<file path="src/hdl/chained_hash_table_core_defines.svh">
// Assertion helpers shared by the hash table RTL.
// Each expects clk and arst_n in the enclosing module.
`ifndef CHAINED_HASH_TABLE_CORE_DEFINES_SVH
`define CHAINED_HASH_TABLE_CORE_DEFINES_SVH

// Holds at every clock edge out of reset.
`define CHT_CHECK(lbl, expr, msg) \
	lbl: assert property (@(posedge clk) disable iff (!arst_n) (expr)) else $error(msg);

// When ante holds, cons holds in the next cycle.
`define CHT_IMPLY(lbl, ante, cons, msg) \
	lbl: assert property (@(posedge clk) disable iff (!arst_n) (ante) |=> (cons)) \
		else $error(msg);

`endif

</file>
<file path="src/hdl/cht_pkg.sv">
package cht_pkg;

	localparam int BUCKET_COUNT = 5;
	localparam int POOL_SLOTS   = 64;
	localparam int PAYLOAD_BITS = 64;

	localparam int KEY_W   = 31;
	localparam int PAY_W   = 64;
	localparam int SLOT_W  = $clog2(POOL_SLOTS);
	localparam int CNT_W   = $clog2(POOL_SLOTS + 1);
	localparam int BKT_W   = (BUCKET_COUNT > 1) ? $clog2(BUCKET_COUNT) : 1;
	localparam int REM_W   = $clog2(2 * BUCKET_COUNT);
	localparam int ENTRY_W = KEY_W + PAYLOAD_BITS;

	// key mod BUCKET_COUNT by reciprocal: q_est = (key * RECIP) >> KEY_W is q or q - 1
	localparam int RECIP_W = 32;
	localparam int PROD_W  = KEY_W + RECIP_W;
	localparam logic [RECIP_W-1:0] RECIP = RECIP_W'((64'd1 << KEY_W) / BUCKET_COUNT);

	localparam logic [1:0] ST_INSERTED = 2'd0;
	localparam logic [1:0] ST_FULL     = 2'd1;
	localparam logic [1:0] ST_FOUND    = 2'd2;
	localparam logic [1:0] ST_MISSING  = 2'd3;

	localparam logic OP_INSERT = 1'b0;
	localparam logic OP_FIND   = 1'b1;

	typedef struct packed {
		logic             operation;
		logic [KEY_W-1:0] key;
		logic [PAY_W-1:0] payload;
	} cht_req_t;

	typedef struct packed {
		logic [1:0]       status;
		logic [PAY_W-1:0] found_payload;
	} cht_rsp_t;

	typedef struct packed {
		logic       load;
		logic       hash_mul;
		logic       hash_sub;
		logic       hash_fix;
		logic       insert;
		logic       read_head;
		logic       walk_next;
		logic       emit;
		logic [1:0] status;
	} cht_cmd_t;

	typedef struct packed {
		logic is_find;
		logic pool_full;
		logic bkt_valid;
		logic key_match;
		logic at_tail;
	} cht_stat_t;

endpackage

</file>
<file path="src/hdl/cht_ctrl.sv">
`include "chained_hash_table_core_defines.svh"

module cht_ctrl (
	input  logic               clk,
	input  logic               arst_n,
	input  logic               start,
	input  cht_pkg::cht_stat_t stat,
	output cht_pkg::cht_cmd_t  cmd,
	output logic               busy
);

	localparam logic [2:0] S_IDLE     = 3'd0;
	localparam logic [2:0] S_HASH1    = 3'd1;
	localparam logic [2:0] S_HASH2    = 3'd2;
	localparam logic [2:0] S_HASH3    = 3'd3;
	localparam logic [2:0] S_DISPATCH = 3'd4;
	localparam logic [2:0] S_CHECK    = 3'd5;

	logic [2:0] state_q;
	logic [2:0] state_nxt;

	always_comb begin
		cmd       = '0;
		state_nxt = state_q;
		case (state_q)
			S_IDLE: begin
				if (start) begin
					cmd.load  = 1'b1;
					state_nxt = S_HASH1;
				end
			end
			S_HASH1: begin
				cmd.hash_mul = 1'b1;
				state_nxt    = S_HASH2;
			end
			S_HASH2: begin
				cmd.hash_sub = 1'b1;
				state_nxt    = S_HASH3;
			end
			S_HASH3: begin
				cmd.hash_fix = 1'b1;
				state_nxt    = S_DISPATCH;
			end
			S_DISPATCH: begin
				if (!stat.is_find) begin
					cmd.emit   = 1'b1;
					cmd.insert = !stat.pool_full;
					cmd.status = stat.pool_full ? cht_pkg::ST_FULL : cht_pkg::ST_INSERTED;
					state_nxt  = S_IDLE;
				end else if (!stat.bkt_valid) begin
					cmd.emit   = 1'b1;
					cmd.status = cht_pkg::ST_MISSING;
					state_nxt  = S_IDLE;
				end else begin
					cmd.read_head = 1'b1;
					state_nxt     = S_CHECK;
				end
			end
			S_CHECK: begin
				// slot data for cur is on the RAM outputs this cycle
				if (stat.key_match) begin
					cmd.emit   = 1'b1;
					cmd.status = cht_pkg::ST_FOUND;
					state_nxt  = S_IDLE;
				end else if (stat.at_tail) begin
					cmd.emit   = 1'b1;
					cmd.status = cht_pkg::ST_MISSING;
					state_nxt  = S_IDLE;
				end else begin
					cmd.walk_next = 1'b1;
				end
			end
			default: begin
				state_nxt = S_IDLE;
			end
		endcase
	end

	always_ff @(posedge clk or negedge arst_n) begin
		if (!arst_n) begin
			state_q <= S_IDLE;
		end else begin
			state_q <= state_nxt;
		end
	end

	assign busy = (state_q != S_IDLE);

	`CHT_IMPLY(a_emit_idle, cmd.emit, state_q == S_IDLE, "not idle after result")
	`CHT_IMPLY(a_accept_hash, start && !busy, state_q == S_HASH1, "request not taken")
	`CHT_CHECK(a_walk_excl, !(cmd.walk_next && cmd.emit), "walk and result together")

endmodule

</file>
<file path="config.mk">
export PLATFORM = sky130hd
export DESIGN_NAME = cht_ctrl
export DESIGN_NICKNAME = d
export VERILOG_FILES = /design/src/hdl/cht_pkg.sv /design/src/hdl/cht_ctrl.sv
export VERILOG_INCLUDE_DIRS = /design/src /design/src/hdl
export SDC_FILE = /design/constraint.sdc
export NUM_CORES = 1
export LEC_CHECK = 0
export BUFFER_PORTS_ARGS = -buffer_cell sky130_fd_sc_hd__buf_2
export CAP_MARGIN = 20
export CORE_AREA = 3 3 40 42
export CTS_BUF_LIST = sky130_fd_sc_hd__clkbuf_8
export CTS_CLUSTER_DIAMETER = 200
export DETAILED_ROUTE_END_ITERATION = 10
export DIE_AREA = 0 0 43 45
export PLACE_DENSITY = 0.43
export SLEW_MARGIN = 5
export SYNTH_ARGS = -nofsm -noshare
export SYNTH_HDL_FRONTEND = slang
export SYNTH_SLANG_ARGS = --single-unit
</file>
<file path="constraint.sdc">
create_clock -name clk -period 1.8 [get_ports clk]
set_input_delay 0.36 -clock clk [delete_from_list [all_inputs] [get_ports clk]]
set_output_delay 0.36 -clock clk [all_outputs]
set_load 0.005 [all_outputs]
</file>
==> impl_metrics.json, run 1 <==
{
  "hold_viol": 0,
  "synth_nets": 42,
  "cts_resized": 0,
  "critPathRequiredTime_ns": 1.44,
  "clockBufferDepth": 2,
  "worst_pin_slew_ns": 0.2537,
  "yosys.area.top_type": "dfrtp_1",
  "min_path_type": "in2reg",
  "finalSetupViolations": 0,
  "grt-ovfl-total": 0,
  "top_layer_used": "met3",
  "cts_max_level": 1,
  "nets": 65,
  "peakVddDrop_mv": 0.7613,
  "rsz0062_at_grt": "no",
  "start_kind": "flip-flop",
  "totalWireLength_um": 665,
  "cts_setup_buffers": 0,
  "cp-end-kind": "primary output",
  "most-common-layout-cells": "18 x buf_2, 7 x nor2_1, 4 x nand2_1",
  "syn_area_um2": 246.5,
  "ant_nets": 0,
  "run_status": "finished, final reports clean",
  "viasPerCell": 4.338,
  "leakagePower_nw": 0.2172,
  "p_total_mw": 0.5984,
  "crit_type": "reg2out",
  "synth_warnings": 0,
  "fin_crit_sh": 0.9448,
  "dr.pass1.iters": 2,
  "cts_made_buffers": 3,
  "antenna_found_initial": 0,
  "layout_min_cycle_time_ns": 1.701,
  "timing.slew.headroom": 0.8308,
  "p_per_area_nw_per_um2": 1499,
  "final_common_cell": "buf_2",
  "tritoncts": "yes",
  "rows": 13,
  "routabilityCongestion": 0.6811,
  "grt_max_degree": 11,
  "fin_tns_setup_ns": 0,
  "die_w_um": 43,
  "synth_area_per_cell_um2": 7.250,
  "cts_root_buf": "clkbuf_8",
  "grt_pass1_vias": 248,
  "synth.distinct_cells": 17,
  "ys_seq_area_frac": 0.3046,
  "wl_met3_um": 39,
  "ys_seq_elements": 3,
  "area_delta_synth_final_pct": 61.93,
  "largest-register": "state_q",
  "syn_inst": 34,
  "slew_violations": 0,
  "fmax_mhz": 588.0,
  "vias": 308,
  "synthTopCellsByArea": "dfrtp_1 30%, nor2_1 11%, nand2_1 6.1%",
  "die_area_um2": 1935,
  "critical_path_arrival_ns": 1.34,
  "wl_met2_um": 318,
  "core-area_um2": 1285,
  "layout-drive-gt1-share": 0.3929,
  "cap_viol_max_count": 0,
  "largest_reg_flops": 3,
  "num_io_pins": 19,
  "port-buffer-count": 18,
  "fill_cells": 149,
  "seq_area_um2": 75.07,
  "skew_ns": 0.0002522,
  "drc": 0,
  "top_regs": "state_q: 3 flops",
  "synth_top_cell_area_share": 0.3046,
  "wl_per_cell_um": 9.366,
  "num_antenna_cells": 0,
  "fin_util": 0.3106,
  "clk-insertion-delay-late_ns": 0.22,
  "path_max_fanout": 10,
  "die_h_um": 45,
  "final_area_um2": 399.1,
  "wl_met1_um": 308,
  "path_clk_slew_ns": 0.03,
  "placed_area_um2": 344.1,
  "clock_sinks": 3,
  "multi_input_area_um2": 152.6,
  "grt_usage": 0.07089,
  "grt_first_pass_wirelength_um": 959,
  "initial_core_util": 0.1918,
  "drt_iter0_markers": 6
}
==> layout make-up <==
cell class | instances | share of cell area
timing repair buffer | 19 | 0.2508
multi-input combinational | 28 | 0.3824
sequential | 3 | 0.1881
inverter | 2 | 0.01881
clock buffer | 3 | 0.1034
tap | 15 | 0.04702
clock inverter | 1 | 0.009404
==> Yosys cell counts <==
cell,n
a21o_1,1
a21oi_1,2
buf_6,1
dfrtp_1,3
inv_1,2
nand2_1,4
nand2b_1,2
nand3b_1,2
nor2_1,7
nor3_1,2
nor3b_1,2
o211ai_1,1
o21ai_0,1
o31ai_1,1
or2_2,1
or3_1,1
or3b_1,1
==> path summary, 6_finish.rpt <==
kind | startpoint | end | slack (ns) | cells past startpoint
setup / recovery | state_q[0]$_DFFE_PN0P_ | cmd[2] | 0.1 | 4
hold / removal | start | state_q[0]$_DFFE_PN0P_ | 0.45 | 3
setup reg to reg | state_q[0]$_DFFE_PN0P_ | state_q[0]$_DFFE_PN0P_ | 0.56 | 3
hold reg to reg | state_q[2]$_DFFE_PN0P_ | state_q[0]$_DFFE_PN0P_ | 0.58 | 1
max in group asynchronous | arst_n | state_q[0]$_DFFE_PN0P_ | 1.22 | 2
min in group asynchronous | arst_n | state_q[2]$_DFFE_PN0P_ | 0.47 | 2
==> per-layer routing <==
layer	up-vias	global-route usage
met3	0	0.03586
met4	0	0.05422
met1	142	0.07990
li1	159	-
met2	7	0.1018
met5	-	0
==> power breakdown <==
part | internal [mW] | leakage [nW] | switching, mW
clock network | 0.145 | 0.0269 | 0.0452
logic | 0.135 | 0.152 | 0.114
registers | 0.101 | 0.0380 | 0.0578
==> cell families (layout without fill, tap and decap cells) <==
group | after synthesis | count (layout) | share of synthesized area
simple gates | 22 | 22 | 0.4670
compound gates | 6 | 6 | 0.1523
flops | 3 | 3 | 0.3046
buf+inv | 3 | 25 | 0.07615
==> what timing repair did <==
action / in CTS / in global routing
endpoints found under the setup margin: 0 / 0
hold endpoints to repair: 3 / 0
hold buffers: 1 / 0
==> critical path, cell delays in order (launching register included) <==
cell and delay [ns]:
dfrtp_1 0.47, or3b_1 0.42, nand2_1 0.08, nor2_1 0.03, buf_2 0.12
==> per-stage QoR <==
step	hold WS (ns)	instances	setup slack (ns)
final	0.4506	71	0.09933
after global routing	0.4599	71	0.01091
after CTS	0.4454	71	0.09705
after detailed placement	0.1587	66	0.3251
after global placement	0.1593	66	0.3312
after floorplan	0.06441	34	0.4701
Note: power is estimated with default switching activity, not from simulation.
==> run 2: changes to the inputs <==
--- a/config.mk
+++ b/config.mk
@@ -13,8 +13,7 @@
 export CTS_CLUSTER_DIAMETER = 200
 export DETAILED_ROUTE_END_ITERATION = 10
 export DIE_AREA = 0 0 43 45
-export PLACE_DENSITY = 0.43
-export SLEW_MARGIN = 5
+export PLACE_DENSITY = 0.44
 export SYNTH_ARGS = -nofsm -noshare
 export SYNTH_HDL_FRONTEND = slang
 export SYNTH_SLANG_ARGS = --single-unit
==> constraint.sdc (replaced) <==
create_clock -name clk -period 1.5 [get_ports clk]
set_input_delay 0.3 -clock clk [delete_from_list [all_inputs] [get_ports clk]]
set_output_delay 0.3 -clock clk [all_outputs]
set_load 0.005 [all_outputs]
==> run 2 against run 1 <==
  * The run now ends with negative setup slack left
  * Utilization grew 2.5 points
  * Die area unchanged
  * Critical path depth unchanged
  * Register-to-register slack lost 0.19 ns
  * Clock-buffer cell count did not move
  * Clock skew about the same
  * Power grew 33%
  * First-iteration DRC count fell by 33%
  * Largest power group unchanged
==> impl_metrics.json, run 2 (synthesis results as in run 1) <==
{
  "rows": 13,
  "wl_per_cell_um": 9.603,
  "crit_slowest_cell": "or3b_4",
  "hold_slack_ns": 0.4045,
  "die_area_um2": 1935,
  "skew_ns": 0.00002415,
  "slew_violations": 0,
  "cp_top_family": "simple AND/OR/NAND/NOR gates",
  "path_max_fanout": 5,
  "fmax_mhz": 660.7,
  "grt_max_degree": 8,
  "fin_tns_setup_ns": -0.02963,
  "cts_made_buffers": 3,
  "drc": 0,
  "critPathRequiredTime_ns": 1.20,
  "rsz0062_at_grt": "yes",
  "routabilityCongestion": 0.6594,
  "crit_type": "reg2out",
  "run_status": "finished, violations left",
  "layout_min_cycle_time_ns": 1.514,
  "grt-ovfl-total": 0,
  "die_w_um": 43,
  "layout-drive-gt1-share": 0.5172,
  "timing.slew.headroom": 0.8430,
  "hold_viol": 0,
  "leakagePower_nw": 0.2287,
  "port-buffer-count": 18,
  "crit_chain": "or3b_4, nand2_2, nor2_1, buf_2",
  "antenna_found_initial": 0,
  "dr.pass1.iters": 2,
  "initial_core_util": 0.1918,
  "ant_nets": 0,
  "cp_num_buf_inv": 1,
  "seq_area_um2": 77.57,
  "fill_cells": 151,
  "cp-end-kind": "primary output",
  "final_common_cell": "buf_2",
  "min_path_type": "in2reg",
  "finalSetupViolations": 3,
  "area_delta_synth_final_pct": 75.13,
  "drt_iter0_markers": 4,
  "hold_depth": 3,
  "vias": 318,
  "r2r_cells": 4,
  "violations": "negative setup slack",
  "grt_first_pass_wirelength_um": 1014,
  "clk-insertion-delay-late_ns": 0.21,
  "cp_num_cells": 4,
  "slowest_delay_ns": 0.40,
  "finalWorstSetupSlack_ns": -0.01360,
  "nets": 67,
  "start_kind": "flip-flop",
  "pre_cts_ws_ns": 0.09110,
  "totalWireLength_um": 701,
  "grt_usage": 0.07089,
  "p_per_area_nw_per_um2": 1841,
  "largest-register": "state_q",
  "hpwlAfterDp_um": 536.1,
  "fin_crit_sh": 1.009,
  "multi_input_area_um2": 167.7,
  "grt_pass1_vias": 259,
  "cts_max_level": 1,
  "largest_reg_flops": 3,
  "worst_pin_slew_ns": 0.2355,
  "critical_path_arrival_ns": 1.21,
  "cap_viol_max_count": 0,
  "num_io_pins": 19,
  "clock_sinks": 3,
  "die_h_um": 45,
  "top_regs": "state_q: 3 flops",
  "most-common-layout-cells": "18 x buf_2, 7 x nor2_1, 3 x nand2_1, 3 x inv_1, 3 x clkbuf_8",
  "num_antenna_cells": 0,
  "clockBufferDepth": 2,
  "tritoncts": "yes",
  "core-area_um2": 1285,
  "peakVddDrop_mv": 1.091,
  "viasPerCell": 4.356,
  "path_clk_slew_ns": 0.03,
  "cts_root_buf": "clkbuf_8"
}
[run 2: worst paths after layout]
| check | from | slack, ns | to |
|---|---|---|---|
| max | state_q[0]$_DFFE_PN0P_ | -0.01 | cmd[2] |
| min | start | 0.40 | state_q[0]$_DFFE_PN0P_ |
| max reg2reg | state_q[0]$_DFFE_PN0P_ | 0.37 | state_q[0]$_DFFE_PN0P_ |
| min reg2reg | state_q[2]$_DFFE_PN0P_ | 0.61 | state_q[0]$_DFFE_PN0P_ |
| max in group asynchronous | arst_n | 0.97 | state_q[1]$_DFFE_PN0P_ |
| min in group asynchronous | arst_n | 0.41 | state_q[2]$_DFFE_PN0P_ |
[run 2: stage by stage]
step | std cells | total power, mW | utilization | cell area [um^2]
floorplan | 34 | 0.3894 | - | 246.5
global placement | 66 | 0.4968 | 0.2678 | 344.1
detailed placement | 66 | 0.4929 | 0.2678 | 344.1
CTS | 73 | 0.7924 | 0.3291 | 422.9
global route | 73 | 0.8637 | 0.3359 | 431.7
finish | 73 | 0.7947 | 0.3359 | 431.7
[run 2: tightest hold or removal path: stages]
cell and delay (ns):
buf_2 0.11, nor2_1 0.09, o31ai_1 0.07
[run 2: timing repair]
action | CTS | global route
cloned | 0 | 0
endpoints found under the setup margin | 5 | 8
pin swaps | 2 | 1
hold endpoints to repair | 3 | 0
hold buffers | 1 | 0
setup buffers | 2 | 0
resized for setup | 3 | 3
[run 2: report_power, final]
part           internal (mW)  leakage, nW  switching (mW)
Combinational          0.219        0.166           0.164
Sequential             0.126       0.0357          0.0619
Clock                  0.174       0.0269          0.0491
Total                  0.520        0.229           0.275
[run 2: routing by layer]
| layer | GRT usage | vias up | share of wire |
|---|---|---|---|
| met5 | 0 | - | 0 |
| met4 | 0.01807 | 0 | 0 |
| met3 | 0.03586 | 0 | 0.074 |
| met2 | 0.09880 | 9 | 0.47 |
| met1 | 0.09685 | 146 | 0.45 |
| li1 | - | 163 | - |
[run 2: cell type report]
cell class,count,share of cell area
Multi-Input combinational cell,28,0.3884
Timing Repair Buffer,21,0.2667
Sequential cell,3,0.1797
Clock buffer,3,0.09565
Tap cell,15,0.04348
Inverter,2,0.01739
Clock inverter,1,0.008696
==> run 3: changes to the inputs <==
--- a/config.mk
+++ b/config.mk
@@ -14,6 +14,7 @@
 export DETAILED_ROUTE_END_ITERATION = 10
 export DIE_AREA = 0 0 43 45
 export PLACE_DENSITY = 0.44
+export SKIP_CTS_REPAIR_TIMING = 1
 export SYNTH_ARGS = -nofsm -noshare
 export SYNTH_HDL_FRONTEND = slang
 export SYNTH_SLANG_ARGS = --single-unit
==> constraint.sdc (replaced) <==
create_clock -name clk -period 1.5 [get_ports clk]
set_input_delay 0.3 -clock clk [delete_from_list [all_inputs] [get_ports clk]]
set_output_delay 0.3 -clock clk [all_outputs]
set_load 0.1 [all_outputs]
==> run 3 against run 2 <==
  * The flow still finishes with violations (negative setup slack)
  * Design area grew 71%
  * Final cell count grew 8.2%
  * Setup slack lost 0.21 ns
  * Clock-buffer cell count is the same
  * Maximum frequency shrank 12%
  * Die area is the same
  * Critical path type unchanged
  * Critical endpoint is now cmd[3]
  * Largest cell class is now non-clock buffers
  * Highest routed layer unchanged
==> impl_metrics.json, run 3 (synthesis results as in run 1) <==
{
  "vias": 354,
  "cts_made_buffers": 3,
  "drc": 0,
  "wl_per_cell_um": 10.85,
  "largest_reg_flops": 3,
  "crit_chain": "or3b_1, buf_4, nor2_4, buf_12",
  "antenna_found_initial": 0,
  "grt_first_pass_wirelength_um": 1462,
  "fin_util": 0.5745,
  "port-buffer-count": 18,
  "drt_iter0_markers": 5,
  "cts_max_level": 1,
  "rsz0062_at_grt": "yes",
  "crit_slowest_cell": "dfrtp_2",
  "finalSetupViolations": 11,
  "slew_violations": 0,
  "cp-startpoint": "state_q[0]$_DFFE_PN0P_",
  "hpwlAfterDp_um": 719.9,
  "grt-ovfl-total": 0,
  "layout_min_cycle_time_ns": 1.724,
  "clk-insertion-delay-late_ns": 0.21,
  "die_area_um2": 1935,
  "top_regs": "state_q: 3 flops",
  "r2r-start": "state_q[0]$_DFFE_PN0P_",
  "grt_pass1_vias": 356,
  "initial_core_util": 0.1918,
  "ant_nets": 0,
  "hold_viol": 0,
  "final_common_cell": "buf_12",
  "ff2ff_setup_slack_ns": 0.23,
  "worstReg2RegEnd": "state_q[0]$_DFFE_PN0P_",
  "rows": 13,
  "finalWorstSetupSlack_ns": -0.2240,
  "num_antenna_cells": 0,
  "cap_viol_max_count": 0,
  "placed_area_um2": 651.9,
  "area_delta_synth_final_pct": 199.5,
  "clockBufferDepth": 2,
  "cts_root_buf": "clkbuf_8",
  "run_status": "finished, violations left",
  "final_area_um2": 738.2,
  "worst_pin_slew_ns": 0.3498,
  "critPathRequiredTime_ns": 1.20,
  "viasPerCell": 4.481,
  "die_w_um": 43,
  "dr.pass1.iters": 2,
  "totalWireLength_um": 857,
  "crit_type": "reg2out",
  "grt_max_degree": 8,
  "num_io_pins": 19,
  "grt_usage": 0.09758,
  "fin_crit_sh": 1.149,
  "largest-register": "state_q",
  "cp-end-kind": "primary output",
  "timing.slew.headroom": 0.7643,
  "violations": "negative setup slack",
  "skew_ns": 0.002891,
  "tritoncts": "yes",
  "die_h_um": 45,
  "slowest_delay_ns": 0.40,
  "critical_path_arrival_ns": 1.42,
  "pre_cts_ws_ns": -0.04809,
  "endpoint": "cmd[3]",
  "most-common-layout-cells": "10 x buf_12, 7 x buf_2, 7 x buf_4, 4 x nor2_4",
  "min_path_type": "in2reg",
  "core-area_um2": 1285,
  "r2r_cells": 4,
  "routabilityCongestion": 0.7030,
  "layout-drive-gt1-share": 0.7500,
  "path_clk_slew_ns": 0.03,
  "start_kind": "flip-flop",
  "fmax_mhz": 580.0,
  "path_max_fanout": 7,
  "nets": 73,
  "clock_sinks": 3
}
==> run 3: changes by cell type in the layout (fill, tap and decap cells not counted), sizes merged <==
cell	before	now
buf	20	26
==> run 3: how the worst min path moves through the flow <==
stage | startpoint | to | slack, ns | cells past startpoint
2_1_floorplan | arst_n | state_q[0]$_DFFE_PN0P_ | 0.004 | 0
3_3_place_gp | arst_n | state_q[0]$_DFFE_PN0P_ | 0.09 | 1
3_5_place_dp | arst_n | state_q[0]$_DFFE_PN0P_ | 0.09 | 1
4_1_cts | arst_n | state_q[0]$_DFFE_PN0P_ | -0.13 | 1
5_1_grt | start | state_q[0]$_DFFE_PN0P_ | 0.41 | 3
6_report | start | state_q[0]$_DFFE_PN0P_ | 0.38 | 3
==> run 3: metal layers <==
metal  GRT usage  share of wire  up-vias
met1      0.1186           0.41      168
li1            -              -      175
met3     0.01594          0.047        0
met2      0.1737           0.54       11
met4     0.03614              0        0
met5           0              0        -
==> run 3: worst max-delay path, delay by kind of cell, from the launching register on <==
| kind | cells | cell delay, ns |
|---|---|---|
| buffers and inverters | 2 | 0.34 |
| DFF | 1 | 0.40 |
| and+or+nand+nor | 2 | 0.47 |
==> run 3: final cells by class <==
class                      instances  area [um^2]
multi-input combinational         28        267.8
clock buffer                       3        41.29
inverter                           2        7.507
fill                             115        546.8
sequential                         3        78.83
clock inverter                     1        3.754
timing repair buffer              27        320.3
tap                               15        18.77
==> run 3: per-stage QoR <==
| stage | TNS (ns) | cells | hold slack, ns |
|---|---|---|---|
| 2_1_floorplan | -1.816 | 34 | 0.004409 |
| 3_3_place_gp | -0.04099 | 74 | 0.09333 |
| 3_5_place_dp | -0.1089 | 74 | 0.09483 |
| 4_1_cts | -2.144 | 78 | -0.1267 |
| 5_1_grt | -2.175 | 79 | 0.4137 |
| 6_report | -1.577 | 79 | 0.3846 |
Power of run 3 is left out: the tool's default activity adds up to more than one toggle a clock period on the data nets, which glitch-free logic cannot reach.
